--- config.mk ---
export PLATFORM = sky130hd
export DESIGN_NAME = drq_store
export DESIGN_NICKNAME = d
export VERILOG_FILES = /design/src/drq_store.sv
export SDC_FILE = /design/constraint.sdc
export NUM_CORES = 2
export LEC_CHECK = 0
export BUFFER_PORTS_ARGS = -buffer_cell sky130_fd_sc_hd__buf_4
export CAP_MARGIN = 20
export CORE_ASPECT_RATIO = 1.2
export CORE_MARGIN = 1.5
export CORE_UTILIZATION = 35
export DETAILED_ROUTE_END_ITERATION = 10
export PLACE_DENSITY_LB_ADDON = 0.1
export RECOVER_POWER = 100
export SLEW_MARGIN = 5
export SYNTH_ARGS = -nofsm -noshare
export SYNTH_HDL_FRONTEND = slang
export SYNTH_SLANG_ARGS = --single-unit
--- constraint.sdc ---
create_clock -name i_clk -period 16.6 [get_ports i_clk]
set_input_delay 1.66 -clock i_clk [delete_from_list [all_inputs] [get_ports i_clk]]
set_output_delay 1.66 -clock i_clk [all_outputs]
set_load 0.02 [all_outputs]
--- src/drq_store.sv ---
`timescale 1ns / 1ps

module drq_store #(
    parameter int DEPTH = 64,
    parameter int WIDTH = 64
) (
    input  logic                     i_clk,
    input  logic                     i_wr_en,
    input  logic [$clog2(DEPTH)-1:0] i_wr_addr,
    input  logic [WIDTH-1:0]         i_wr_data,
    input  logic                     i_rd_en,
    input  logic [$clog2(DEPTH)-1:0] i_rd_addr,
    output logic [WIDTH-1:0]         o_rd_data
);

    logic [WIDTH-1:0] r_mem [DEPTH];
    logic [WIDTH-1:0] r_rd_data;

    always_ff @(posedge i_clk) begin
        if (i_wr_en) begin
            r_mem[i_wr_addr] <= i_wr_data;
        end
    end

    // Read data holds between reads, so a waiting response keeps its head.
    always_ff @(posedge i_clk) begin
        if (i_rd_en) begin
            r_rd_data <= r_mem[i_rd_addr];
        end
    end

    assign o_rd_data = r_rd_data;

endmodule

==> out/qor.yml <==
finish:
  final_cell_mix: "sky130_fd_sc_hd__edfxtp_1, sky130_fd_sc_hd__mux4_2, sky130_fd_sc_hd__clkbuf_16"
  stdcell_area_mm2: 0.178
  nets: 7106
  layout-drive-gt1-share: 0.239
  area_growth_pct: 13.6
  layout_commonest_cell: "sky130_fd_sc_hd__edfxtp_1"
power_and_ir_drop:
  total_power_w: 0.0222
  power_density_mw_per_mm2: 124
  leakagePower_nw: 54.1
  worst_ir_drop_vdd_mv: 0.0851
sta:
  fin_tns_setup_ns: 0
  clock.fmax_ghz: 0.0979
  timing.final.crit_share: 0.615
  hold_violations: 0
  finalWorstPathRequiredPeriod_ns: 10.21
  worst_slew_margin_rel: -5.17
  timing.clock.skew_ns: 0.0576
  timing.final.max_slew_violations: 8643
  timing.final.setup_violations: 0
  grt_setup_unrepaired: "false"
  worstMarginPinSlew_ns: 9.26
critical_path:
  critPathRequiredTime_ns: 17.45
  cp_num_buf_inv: 3
  worst-setup-path-type: "in -> reg"
  timing.critical_path.to_type: "flip-flop"
  crit_path_frequent_cell: "sky130_fd_sc_hd__clkbuf_1"
  critical-path-slowest-cell: "sky130_fd_sc_hd__and2_0"
  critical_path_arrival_ns: 11.07
  critical_path.cell_chain: "buf_8 > clkbuf_1 > and2_0 > clkbuf_1 > a22oi_1 > and3_1 > a211oi_1"
  r2r_start: "r_mem[13][18]"
  cp_peak_stage_delay_ns: 3.01
  critPathMaxFanout: 49
  critical-path-top-delay-family: "buffers and inverters"
  startpoint: "i_rd_addr[2]"
  start_kind: "input port"
synthesis:
  synth-warning-count: 0
  syn_inst: 6598
  compound_cell_area_share_of_the_yosys_netlist: 0.0247
  synth.distinct_cells: 32
  yosys.area_share.xor_xnor: 0
  synth.area.mux_share: 0.156
  synth_area_leaders: "sky130_fd_sc_hd__edfxtp_1, sky130_fd_sc_hd__mux4_2, sky130_fd_sc_hd__mux2i_1, sky130_fd_sc_hd__a22oi_1, sky130_fd_sc_hd__buf_2"
  synth.largest_area_cell: "sky130_fd_sc_hd__edfxtp_1"
  synthesis.area_mm2: 0.157
  synth_top_family_by_area: "multiplexers"
  post_synth_fa_ha_maj_area_fraction: 0
  simple_gate_share_of_the_synthesized_area: 0.0123
  syn_area_per_cell_um2: 23.8
  postSynthNetCount: 6677
  synth-seq-cells: 4160
  synth_sequential_area_ratio: 0.796
  synth_top_area_frac: 0.796
detailed_routing:
  detailroute.via_count: 75353
  first_iter_violations: 7902
  wire_per_inst_um: 38.2
  drt_pre_antenna_iters: 11
  routed_via_density: 5.64
  antenna_violating_nets_post_route: 0
  remaining_drc_errors: 9
  routed_wl_um: 510000
place:
  portBuffers: 142
  gp_congestion: 0.742
  post_dp_cell_area_mm2: 0.166
  dp_hpwl_um: 270000
worst_hold_path:
  hp-class: "reg -> reg"
  hold_path.startpoint: "r_mem[46][42]"
clocking:
  cts.sinks: 4160
  postCtsResizedCells: 0
  clockRootBuffer: "sky130_fd_sc_hd__clkbuf_16"
  cts_buffers: 427
  htreeDepth: 5
  insertion_delay_ns: 1.01
  cts.clk_slew.worst_paths_ns: 0.06
  clk_path_buf_depth: 4
  cts_hold_buf: 0
  cts_tree: "yes"
  post-cts-setup-buffers: 0
floorplan:
  floorplan.die_area_mm2: 0.453
  initial_core_utilization: 0.351
  io-pin-count: 143
  core_area_mm2: 0.447
  rows: 269
  die-width_um: 614
  die_y_um: 737
grt:
  grt.total_usage: 0.223
  antenna_violations_before_repair: 50
  number_of_global_route_vias_before_repair: 78446
  grt.overflow.total: 0
  pin_count_of_the_biggest_net_entering_global_routing: 112
  wire_length_of_the_first_global_routing_pass_um: 688000
status:
  failed_checks: "design-rule violations, max-capacitance violations, max-slew violations"
  outcome: "finished, violations left"
job:
  maxCapViolations: 239
==> final timing paths <==
| kind | end | slack (ns) | cells past startpoint |
|---|---|---|---|
| worst max-delay path | o_rd_data[40] | 6.39 | 7 |
| worst min-delay path | o_rd_data[42] | 0.96 | 4 |
| worst max register to register | o_rd_data[18] | 14.09 | 5 |
| worst min register to register | o_rd_data[42] | 0.96 | 4 |
==> sequential cells by signal, summed over array words and instances, names as in the netlist <==
signal and count:
o_rd_data 64, r_mem 4096
==> cell families after synthesis <==
logic type             Yosys count
AOI/OAI and AO/OA              504
buffers and inverters          389
DFF                           4160
muxes                         1159
and+or+nand+nor                386
==> worst register-to-register path, delay by kind of cell, from the launching register on <==
kind            cells  cell delay, ns
compound gates      2            0.90
simple gates        2            0.49
mux                 1            0.46
flops               1            0.37
==> stage by stage <==
stage          setup slack [ns]   util  cells  hold WS [ns]
4_1_cts                   10.71  0.402  13340         0.882
6_report                   6.39  0.399  13352         0.957
5_1_grt                    6.14  0.399  13344         0.997
2_1_floorplan              9.50      -   6598         0.865
3_3_place_gp               9.58  0.372  12557         0.943
3_5_place_dp               9.62  0.372  12560         0.947
==> metal layers <==
metal  GRT usage  vias up  wire length, um
met5           0        -               45
met4      0.0487        8            12200
met3      0.0260      585            24900
met2       0.388     2364           258000
met1       0.301    42964           215000
li1            -    29432                -
==> power breakdown <==
part | internal (W) | total [W] | switching [W]
Combinational | 0.000345 | 0.00100 | 0.000659
Clock | 0.00534 | 0.00947 | 0.00413
Sequential | 0.0117 | 0.0117 | 0.0000408
Total | 0.0174 | 0.0222 | 0.00483
==> layout make-up <==
cell class,instances,area (um2)
fill,39844,269000
sequential,4160,125000
multi-input combinational,2049,30500
clock buffer,521,11100
tap,5962,7460
clock inverter,259,2400
timing repair buffer,370,1850
inverter,19,71.3
antenna,12,30.0
==> cells in the mapped netlist <==
cell type                   number
sky130_fd_sc_hd__a31oi_1        18
sky130_fd_sc_hd__clkbuf_1      140
sky130_fd_sc_hd__buf_2         170
sky130_fd_sc_hd__and3_1         64
sky130_fd_sc_hd__nand3_1        45
sky130_fd_sc_hd__o221ai_1       38
sky130_fd_sc_hd__a31o_1          1
sky130_fd_sc_hd__buf_1          20
sky130_fd_sc_hd__a211oi_1       63
sky130_fd_sc_hd__or3_1          29
sky130_fd_sc_hd__nand3b_1        2
sky130_fd_sc_hd__inv_1          19
sky130_fd_sc_hd__or2_2          28
sky130_fd_sc_hd__or3b_2          1
sky130_fd_sc_hd__nand4b_1        1
sky130_fd_sc_hd__mux2i_1       135
sky130_fd_sc_hd__nand4_1         2
sky130_fd_sc_hd__edfxtp_1     4160
sky130_fd_sc_hd__buf_4          34
sky130_fd_sc_hd__buf_6           6
sky130_fd_sc_hd__a22o_1         88
sky130_fd_sc_hd__nor2b_1        28
sky130_fd_sc_hd__nand2_1        58
sky130_fd_sc_hd__nand2b_1       11
sky130_fd_sc_hd__a41oi_1        26
sky130_fd_sc_hd__a22oi_1       168
sky130_fd_sc_hd__and2_1          3
sky130_fd_sc_hd__mux4_2       1024
sky130_fd_sc_hd__nor3_1          2
sky130_fd_sc_hd__o22ai_1        83
sky130_fd_sc_hd__a2bb2oi_1      19
sky130_fd_sc_hd__nor2_1        112
Power figures use the tool's default switching activity.
