## config.mk

```make
export PLATFORM = sky130hd
export DESIGN_NAME = drq_ctrl
export DESIGN_NICKNAME = d
export VERILOG_FILES = /design/src/drq_pkg.sv /design/src/drq_ctrl.sv
export SDC_FILE = /design/constraint.sdc
export NUM_CORES = 1
export LEC_CHECK = 0
export BUFFER_PORTS_ARGS = -buffer_cell sky130_fd_sc_hd__buf_2
export CORE_ASPECT_RATIO = 0.6
export CORE_MARGIN = 2
export CORE_UTILIZATION = 45
export CTS_CLUSTER_SIZE = 30
export DETAILED_ROUTE_END_ITERATION = 8
export HOLD_SLACK_MARGIN = 0.03
export MAX_ROUTING_LAYER = met4
export PLACE_DENSITY = 0.81
export SYNTH_ARGS = -nofsm -noshare
export SYNTH_HDL_FRONTEND = slang
export SYNTH_SLANG_ARGS = --single-unit
```

## constraint.sdc

```tcl
create_clock -name i_clk -period 2.9 [get_ports i_clk]
set_input_delay 0.145 -clock i_clk [delete_from_list [all_inputs] [get_ports i_clk]]
set_output_delay 0.145 -clock i_clk [all_outputs]
set_load 0.02 [all_outputs]
```

## src/drq_pkg.sv

```systemverilog
`timescale 1ns / 1ps

package drq_pkg;

    localparam int DEF_QUEUE_DEPTH = 64;
    localparam int DEF_RECORD_BITS = 64;

    // Field widths of the request and response beats.
    localparam int REC_FIELD_W = 64;
    localparam int CNT_FIELD_W = 7;

    localparam logic REQ_ADD    = 1'b0;
    localparam logic REQ_REMOVE = 1'b1;

    localparam logic [1:0] STATUS_GOOD  = 2'd0;
    localparam logic [1:0] STATUS_FULL  = 2'd1;
    localparam logic [1:0] STATUS_DUP   = 2'd2;
    localparam logic [1:0] STATUS_EMPTY = 2'd3;

    typedef struct packed {
        logic                   req_type;
        logic [REC_FIELD_W-1:0] new_record;
    } t_in_item;

    typedef struct packed {
        logic [1:0]             status;
        logic [REC_FIELD_W-1:0] head_record;
        logic                   head_valid;
        logic [CNT_FIELD_W-1:0] entry_count;
    } t_out_item;

endpackage

```

## src/drq_ctrl.sv

```systemverilog
`timescale 1ns / 1ps

module drq_ctrl #(
    parameter int QUEUE_DEPTH = drq_pkg::DEF_QUEUE_DEPTH,
    parameter int RECORD_BITS = drq_pkg::DEF_RECORD_BITS
) (
    input  logic                           i_clk,
    input  logic                           i_rst_n,
    input  logic                           i_in_valid,
    output logic                           o_in_stall,
    input  drq_pkg::t_in_item              i_in_data,
    output logic                           o_res_valid,
    input  logic                           i_res_take,
    output drq_pkg::t_out_item             o_res,
    output logic                           o_mem_wr_en,
    output logic [$clog2(QUEUE_DEPTH)-1:0] o_mem_wr_addr,
    output logic [RECORD_BITS-1:0]         o_mem_wr_data,
    output logic                           o_mem_rd_en,
    output logic [$clog2(QUEUE_DEPTH)-1:0] o_mem_rd_addr,
    input  logic [RECORD_BITS-1:0]         i_mem_rd_data
);

    import drq_pkg::*;

    localparam int PTR_W = $clog2(QUEUE_DEPTH);
    localparam int CNT_W = $clog2(QUEUE_DEPTH + 1);

    typedef enum logic [2:0] {
        S_IDLE,
        S_SCAN,
        S_WRITE,
        S_HEAD,
        S_DONE
    } t_state;

    t_state           r_state, n_state;
    logic [RECORD_BITS-1:0] r_rec, n_rec;
    logic [PTR_W-1:0] r_rd_ptr, n_rd_ptr;
    logic [PTR_W-1:0] r_wr_ptr, n_wr_ptr;
    logic [CNT_W-1:0] r_count, n_count;
    logic [PTR_W-1:0] r_scan_ptr, n_scan_ptr;
    logic [CNT_W-1:0] r_issue_cnt, n_issue_cnt;
    logic             r_cmp_pending, n_cmp_pending;
    logic [1:0]       r_status, n_status;

    logic scan_rd;
    logic hit;

    function automatic logic [PTR_W-1:0] next_slot(input logic [PTR_W-1:0] p);
        return (p == PTR_W'(QUEUE_DEPTH - 1)) ? '0 : p + 1'b1;
    endfunction

    // The scan issues one read per cycle and compares the returned data in the cycle after each read.
    assign scan_rd = (r_state == S_SCAN) && (r_issue_cnt < r_count);
    assign hit     = r_cmp_pending && (i_mem_rd_data == r_rec);

    always_comb begin
        n_state       = r_state;
        n_rec         = r_rec;
        n_rd_ptr      = r_rd_ptr;
        n_wr_ptr      = r_wr_ptr;
        n_count       = r_count;
        n_scan_ptr    = r_scan_ptr;
        n_issue_cnt   = r_issue_cnt;
        n_cmp_pending = r_cmp_pending;
        n_status      = r_status;
        case (r_state)
            S_IDLE: begin
                if (i_in_valid) begin
                    n_rec = i_in_data.new_record[RECORD_BITS-1:0];
                    if (i_in_data.req_type == REQ_ADD) begin
                        if (r_count == CNT_W'(QUEUE_DEPTH)) begin
                            n_status = STATUS_FULL;
                            n_state  = S_HEAD;
                        end else begin
                            n_scan_ptr    = r_rd_ptr;
                            n_issue_cnt   = '0;
                            n_cmp_pending = 1'b0;
                            n_state       = S_SCAN;
                        end
                    end else begin
                        if (r_count == '0) begin
                            n_status = STATUS_EMPTY;
                        end else begin
                            n_status = STATUS_GOOD;
                            n_rd_ptr = next_slot(r_rd_ptr);
                            n_count  = r_count - 1'b1;
                        end
                        n_state = S_HEAD;
                    end
                end
            end
            S_SCAN: begin
                n_cmp_pending = scan_rd;
                if (scan_rd) begin
                    n_scan_ptr  = next_slot(r_scan_ptr);
                    n_issue_cnt = r_issue_cnt + 1'b1;
                end
                if (hit) begin
                    n_status = STATUS_DUP;
                    n_state  = S_HEAD;
                end else if (!scan_rd && !r_cmp_pending) begin
                    n_state = S_WRITE;
                end
            end
            S_WRITE: begin
                n_status = STATUS_GOOD;
                n_wr_ptr = next_slot(r_wr_ptr);
                n_count  = r_count + 1'b1;
                n_state  = S_HEAD;
            end
            S_HEAD: begin
                n_state = S_DONE;
            end
            S_DONE: begin
                if (i_res_take) begin
                    n_state = S_IDLE;
                end
            end
            default: begin
                n_state = S_IDLE;
            end
        endcase
    end

    always_ff @(posedge i_clk) begin
        if (!i_rst_n) begin
            r_state       <= S_IDLE;
            r_rd_ptr      <= '0;
            r_wr_ptr      <= '0;
            r_count       <= '0;
            r_cmp_pending <= 1'b0;
        end else begin
            r_state       <= n_state;
            r_rd_ptr      <= n_rd_ptr;
            r_wr_ptr      <= n_wr_ptr;
            r_count       <= n_count;
            r_cmp_pending <= n_cmp_pending;
        end
        r_rec       <= n_rec;
        r_scan_ptr  <= n_scan_ptr;
        r_issue_cnt <= n_issue_cnt;
        r_status    <= n_status;
    end

    assign o_in_stall = (r_state != S_IDLE);

    assign o_mem_wr_en   = (r_state == S_WRITE);
    assign o_mem_wr_addr = r_wr_ptr;
    assign o_mem_wr_data = r_rec;
    assign o_mem_rd_en   = scan_rd || (r_state == S_HEAD);
    assign o_mem_rd_addr = (r_state == S_HEAD) ? r_rd_ptr : r_scan_ptr;

    assign o_res_valid = (r_state == S_DONE);

    always_comb begin
        o_res.status      = r_status;
        o_res.head_valid  = (r_count != '0);
        o_res.head_record = (r_count != '0) ? REC_FIELD_W'(i_mem_rd_data) : '0;
        o_res.entry_count = CNT_FIELD_W'(r_count);
    end

endmodule

```

==> out/qor.txt, run 1 <==
first-pass GRT wire length: 27300 um
flops & latches, synth: 102
Remaining DRCs: 0
worst skew pair latency: 330 ps
Detail Route Antenna Nets: 0
Post-synth top cells: 79 x edfxtp_1, 68 x and2_1, 44 x xnor2_1
via/cell ratio: 5.15
total CTS buffers: 9
syn avg cell area: 11.2 sq um
Root Driver: clkbuf_16
DR WL/cell: 18.5 um
gpl congestion: 0.991
die height: 88.0 um
worst-path cell chain: nor4_1 > and3_1 > inv_1 > buf_4 > and2_1 > buf_2
CP endpoint kind: output port
CTS tree: yes
gr ovfl total: 0
GRT Util Overall: 29.5%
synthesized area: 0.00530 sq mm
ant diodes: 0
crit path from: r_count[0]$_SDFFE_PN0P_
Max Slew Vio Count: 0
Hold WC Path Type: in -> reg
setup tns final: 0 ps
Buf+Inv Stages, Crit Path: 3
Crit Path Max Fanout: 64
Critical Path Stages: 6
area of the core: 0.0114 sq mm
count leader, synth: edfxtp_1
hold_ws: 99.9 ps
CP delay by family, top: simple AND/OR/NAND/NOR gates
1st-iter DRT viols: 266
Mapped Cells: 474
Placement Rows: 30
Final Hold Viols: 0
vias: 5107
reg2reg start: o_mem_wr_data[57]$_DFFE_PP_
ys flop type: edfxtp_1
die footprint: 0.0127 sq mm
Initial Util: 46.6%
CTS max path bufs: 2
relative slew slack: 50.7%
Final HPWL DP: 13700 um
PD cells: 1170 mW/mm^2
Synth area leaders: edfxtp_1 45%, dfxtp_1 8.7%, and2_1 8.0%, xnor2_1 7.3%, xor2_1 5.0%
Top Ports: 287
Pre-antenna DRT Iters: 4
fmax: 383 MHz
nets@finish: 976
share of the synthesized area in the top cell type: 44.8%
slowest stage cell, crit path: nor4_1
Critical Path Max Stage Delay: 460 ps
final wirelength: 18300 um
reg2reg end: r_status[0]$_DFFE_PP_
Layout Skew: 4.43 ps
R2R setup slack: 360 ps
layout cells sized above 1: 38.2%
RSZ-0062 raised after global routing: no
WS Path Type: reg -> out
EDFF count, synth: 79
Worst VDD drop: 0.677 mV
IO Port Bufs: 286
Sink Count: 102
fin cells: 992
Post-CTS Setup Inserts: 0
register area share after synthesis: 53.5%
crit path time final: 2610 ps
WP data required: 2760 ps
placed insts: 912
run status: finished, final reports clean
Power, Total: 0.00918 W
Unique masters post-synth: 45
worst r2r path cells: 6
syn_nets: 623
pin count of the biggest net entering global routing: 65
P&R area growth vs syn: 48.8%
part of the cycle the worst path needs: 90.1%
vias in the first global route: 5246
leakage power: 3.54 nW
Worst Tran Pin Value: 740 ps
CP startpoint kind: register
maxcap violations: 0
Worst Setup EP: o_res[41]
final setup violation count: 0
H-tree level count: 3
async set-reset flop share out of synthesis: 0%
arrival time at the worst endpoint: 2470 ps
initial antenna violation count: 0
leading area contributor after synthesis: edfxtp_1
chip width: 144 um
clock slew at reported path FFs: 70 ps
Synth Warn #: 0
==> how the worst min path moves through the flow <==
stage                   from  slack (ps)  cells past startpoint                          end
2_1_floorplan   i_in_data[0]         240                      0   o_mem_wr_data[0]$_DFFE_PP_
3_3_place_gp   i_in_data[40]         320                      1  o_mem_wr_data[40]$_DFFE_PP_
3_5_place_dp   i_in_data[26]         320                      1  o_mem_wr_data[26]$_DFFE_PP_
4_1_cts        i_in_data[11]          30                      1  o_mem_wr_data[11]$_DFFE_PP_
5_1_grt           i_res_take          90                      3      r_state[2]$_SDFFE_PN0P_
6_report          i_res_take         100                      3      r_state[2]$_SDFFE_PN0P_
==> layout by cell type (no fill, tap or decap), types with 15 or more instances in the layout <==
cell type	netlist	routed
inv_1	25	25
dfxtp_1	23	23
edfxtp_1	79	79
nand2_1	28	28
xnor2_1	44	44
nor2_1	24	24
and2_1	68	68
o21ai_0	15	15
buf_2	1	286
ha_1	15	15
xor2_1	30	30
nand3_1	18	18
dlygate4sd3_1	0	64
==> worst min-delay path, cell delays in order <==
cell	delay, ps
buf_2	70
nand3b_1	80
a21boi_0	70
==> logic make-up after synthesis <==
family,synth area share [%]
multiplexers,1.65
flip-flops,53.5
XOR/XNOR,12.2
adder cells (fa/ha/maj),3.92
AO/OA/AOI/OAI,6.95
buffers and inverters,3.07
AND/OR/NAND/NOR,18.7
==> where the power goes <==
part | switching [W] | internal, W | total [W]
combinational | 0.00346 | 0.00189 | 0.00535
sequential | 0.000397 | 0.00216 | 0.00256
clock | 0.000510 | 0.000762 | 0.00127
==> layout make-up <==
type                    instances  area (sq um)
fillers                       839          3490
flip-flops and latches        102          2830
multi-input cells             333          2300
repair buffers                356          2120
clock buffers                  13           314
well taps                     160           200
inverters                      25          93.8
clock inverters                 3          18.8
==> flip-flops by register name (all words and copies together), names as in the netlist <==
register and flops:
r_count 7, r_status 2, o_mem_wr_data 64, r_cmp_pending 1, r_rd_ptr 6, o_mem_wr_addr 6, r_issue_cnt 7, r_state 3
r_scan_ptr 6
==> through the flow <==
stage	worst slack (ps)	util [%]	area (sq um)
global placement	333	60.7	6900
floorplan	441	-	5300
global route	183	69.3	7880
CTS	164	69.2	7870
finish	287	69.3	7880
detailed placement	178	60.7	6900
==> routing by layer <==
metal / vias up / global-route usage, % / share of wire, %
met5: - / - / 0
met4: 0 / 9.89 / 3.2
met3: 44 / 5.85 / 8.6
met2: 300 / 50.0 / 48
met1: 2393 / 35.6 / 40
li1: 2370 / - / -
==> what timing repair did <==
item / CTS / global route
endpoints found under the hold margin: 63 / 1
hold buffers: 63 / 1
resized for setup: 0 / 1
setup endpoints to repair: 0 / 13
Power figures use the tool's default switching activity.
==> inputs of run 2 (changes only) <==
ABC_CLOCK_PERIOD_IN_PS = 2900   (was default)
SETUP_SLACK_MARGIN = 0.3   (was default)
==> run 2 against run 1 <==
Effect of this change: sequential power barely moved; sequential cell count stayed put; first-iteration DRC count up 5.6%; clock-buffer cell count did not move; highest routed layer unchanged.
==> out/qor.txt, run 2 (synthesized netlist as in run 1, its figures left out) <==
run status: finished, final reports clean
Worst Setup EP: o_res[41]
layout cells sized above 1: 38.6% (+0.36 points)
Max Slew Vio Count: 0 (unchanged)
Detail Route Antenna Nets: 0 (unchanged)
gpl congestion: 0.991 (unchanged)
Fill cells: 837 (-0.24%)
Critical Path Max Stage Delay: 390 ps (-70 ps)
Root Driver: clkbuf_16
CP startpoint kind: register
relative slew slack: 50.1% (-0.51 points)
1st-iter DRT viols: 281 (+5.6%)
DR WL/cell: 18.5 um (+0.28%)
Sink Count: 102 (unchanged)
most common cell after layout, fill and taps aside: buf_2
hold_sp: i_res_take
die height: 88.0 um (unchanged)
nets@finish: 976 (unchanged)
Pre-antenna DRT Iters: 5 (+1)
Placement Rows: 30 (unchanged)
R2R setup slack: 500 ps (+140 ps)
GRT Util Overall: 29.5% (about the same)
vias: 5089 (-0.35%)
WS Path Type: reg -> out
fmax: 409 MHz (+6.8%)
CTS tree: yes
max FFs per register: 64 (unchanged)
reg2reg start: o_mem_wr_data[57]$_DFFE_PP_
final setup violation count: 0 (unchanged)
chip width: 144 um (unchanged)
crit path from: r_count[0]$_SDFFE_PN0P_
maxcap violations: 0 (unchanged)
leakage power: 3.54 nW (about the same)
Crit Path Max Fanout: 64 (unchanged)
Hold WC Path Type: in -> reg
vias in the first global route: 5261 (+0.29%)
pin count of the biggest net entering global routing: 65 (unchanged)
Power, Total: 0.00920 W (+0.20%)
PD cells: 1170 mW/mm^2 (about the same)
worst skew pair latency: 330 ps (about the same)
first-pass GRT wire length: 27300 um (unchanged)
H-tree level count: 3 (unchanged)
Remaining DRCs: 0 (unchanged)
P&R area growth vs syn: 49.1%
Worst VDD drop: 0.678 mV (about the same)
CP endpoint kind: output port
crit path time final: 2450 ps (-166 ps)
setup tns final: 0 ps (unchanged)
via/cell ratio: 5.13 (-0.35%)
Final HPWL DP: 13700 um (unchanged)
reg2reg end: r_status[1]$_DFFE_PP_
part of the cycle the worst path needs: 84.4% (-5.7 points)
final wirelength: 18400 um (+0.28%)
IO Port Bufs: 286 (unchanged)
WP data required: 2760 ps (about the same)
total CTS buffers: 9 (unchanged)
Top Ports: 287 (unchanged)
clock slew at reported path FFs: 70 ps (about the same)
worst-path cell chain: nor4_2 > and3_2 > inv_1 > buf_4 > and2_1 > buf_2
die footprint: 0.0127 sq mm (unchanged)
Final Hold Viols: 0 (unchanged)
Worst Tran Pin Value: 748 ps (+7.72 ps)
ant diodes: 0 (unchanged)
RSZ-0062 raised after global routing: no
CTS max path bufs: 2 (unchanged)
Layout Skew: 5.01 ps (+0.576 ps)
arrival time at the worst endpoint: 2300 ps (-170 ps)
Initial Util: 46.6% (unchanged)
worst r2r path cells: 6 (unchanged)
area of the core: 0.0114 sq mm (unchanged)
most frequent cells in the layout: 286 x buf_2, 79 x edfxtp_1, 68 x and2_1
gr ovfl total: 0 (unchanged)
initial antenna violation count: 0 (unchanged)
slowest stage cell, crit path: dfxtp_1
run 2: final cells by class:
cell class                 count  area, sq um  share of cell area [%]
clock inverter                 3         18.8                   0.238
tap                          160          200                    2.54
timing repair buffer         356         2120                    26.8
clock buffer                  13          314                    3.98
sequential                   102         2830                    35.9
inverter                      25         93.8                    1.19
multi-input combinational    333         2320                    29.4
run 2: routing by layer:
metal / up-vias / GRT usage [%] / routed length, um
li1: 2365 / - / -
met1: 2391 / 35.6 / 7380
met2: 289 / 49.9 / 8910
met3: 44 / 5.90 / 1480
met4: 0 / 10.2 / 614
met5: - / - / 0
run 2: how the worst min path moves through the flow:
stage,slack [ps],cells past startpoint,endpoint
6_report,100,3,r_state[2]$_SDFFE_PN0P_
3_3_place_gp,320,1,o_mem_wr_data[40]$_DFFE_PP_
4_1_cts,30,1,o_mem_wr_data[11]$_DFFE_PP_
3_5_place_dp,320,1,o_mem_wr_data[26]$_DFFE_PP_
5_1_grt,90,3,r_state[2]$_SDFFE_PN0P_
2_1_floorplan,240,0,o_mem_wr_data[0]$_DFFE_PP_
run 2: report_power, final:
part | switching, W | total (W) | internal (W)
registers | 0.000402 | 0.00256 | 0.00216
clock network | 0.000511 | 0.00127 | 0.000762
logic | 0.00346 | 0.00537 | 0.00190
run 2: metrics by stage:
step	hold WS [ps]	instance area, sq um	setup slack, ps	utilization, %	instances
finish	98.9	7900	452	69.4	992
global route	88.7	7900	323	69.4	992
CTS	31.5	7880	327	69.3	991
detailed placement	323	6900	178	60.7	912
global placement	321	6900	333	60.7	912
floorplan	244	5300	441	-	474
run 2: what timing repair did:
item	in CTS	in global routing
hold buffers	63	1
hold endpoints to repair	63	1
resized for setup	2	2
setup endpoints to repair	16	6
buffers inserted	0	0
run 2: worst max-delay path, delay by kind of cell, from the launching register on:
family | cells | cell delay [ps]
buffers and inverters | 3 | 560
AND/OR/NAND/NOR | 3 | 980
flip-flops | 1 | 390
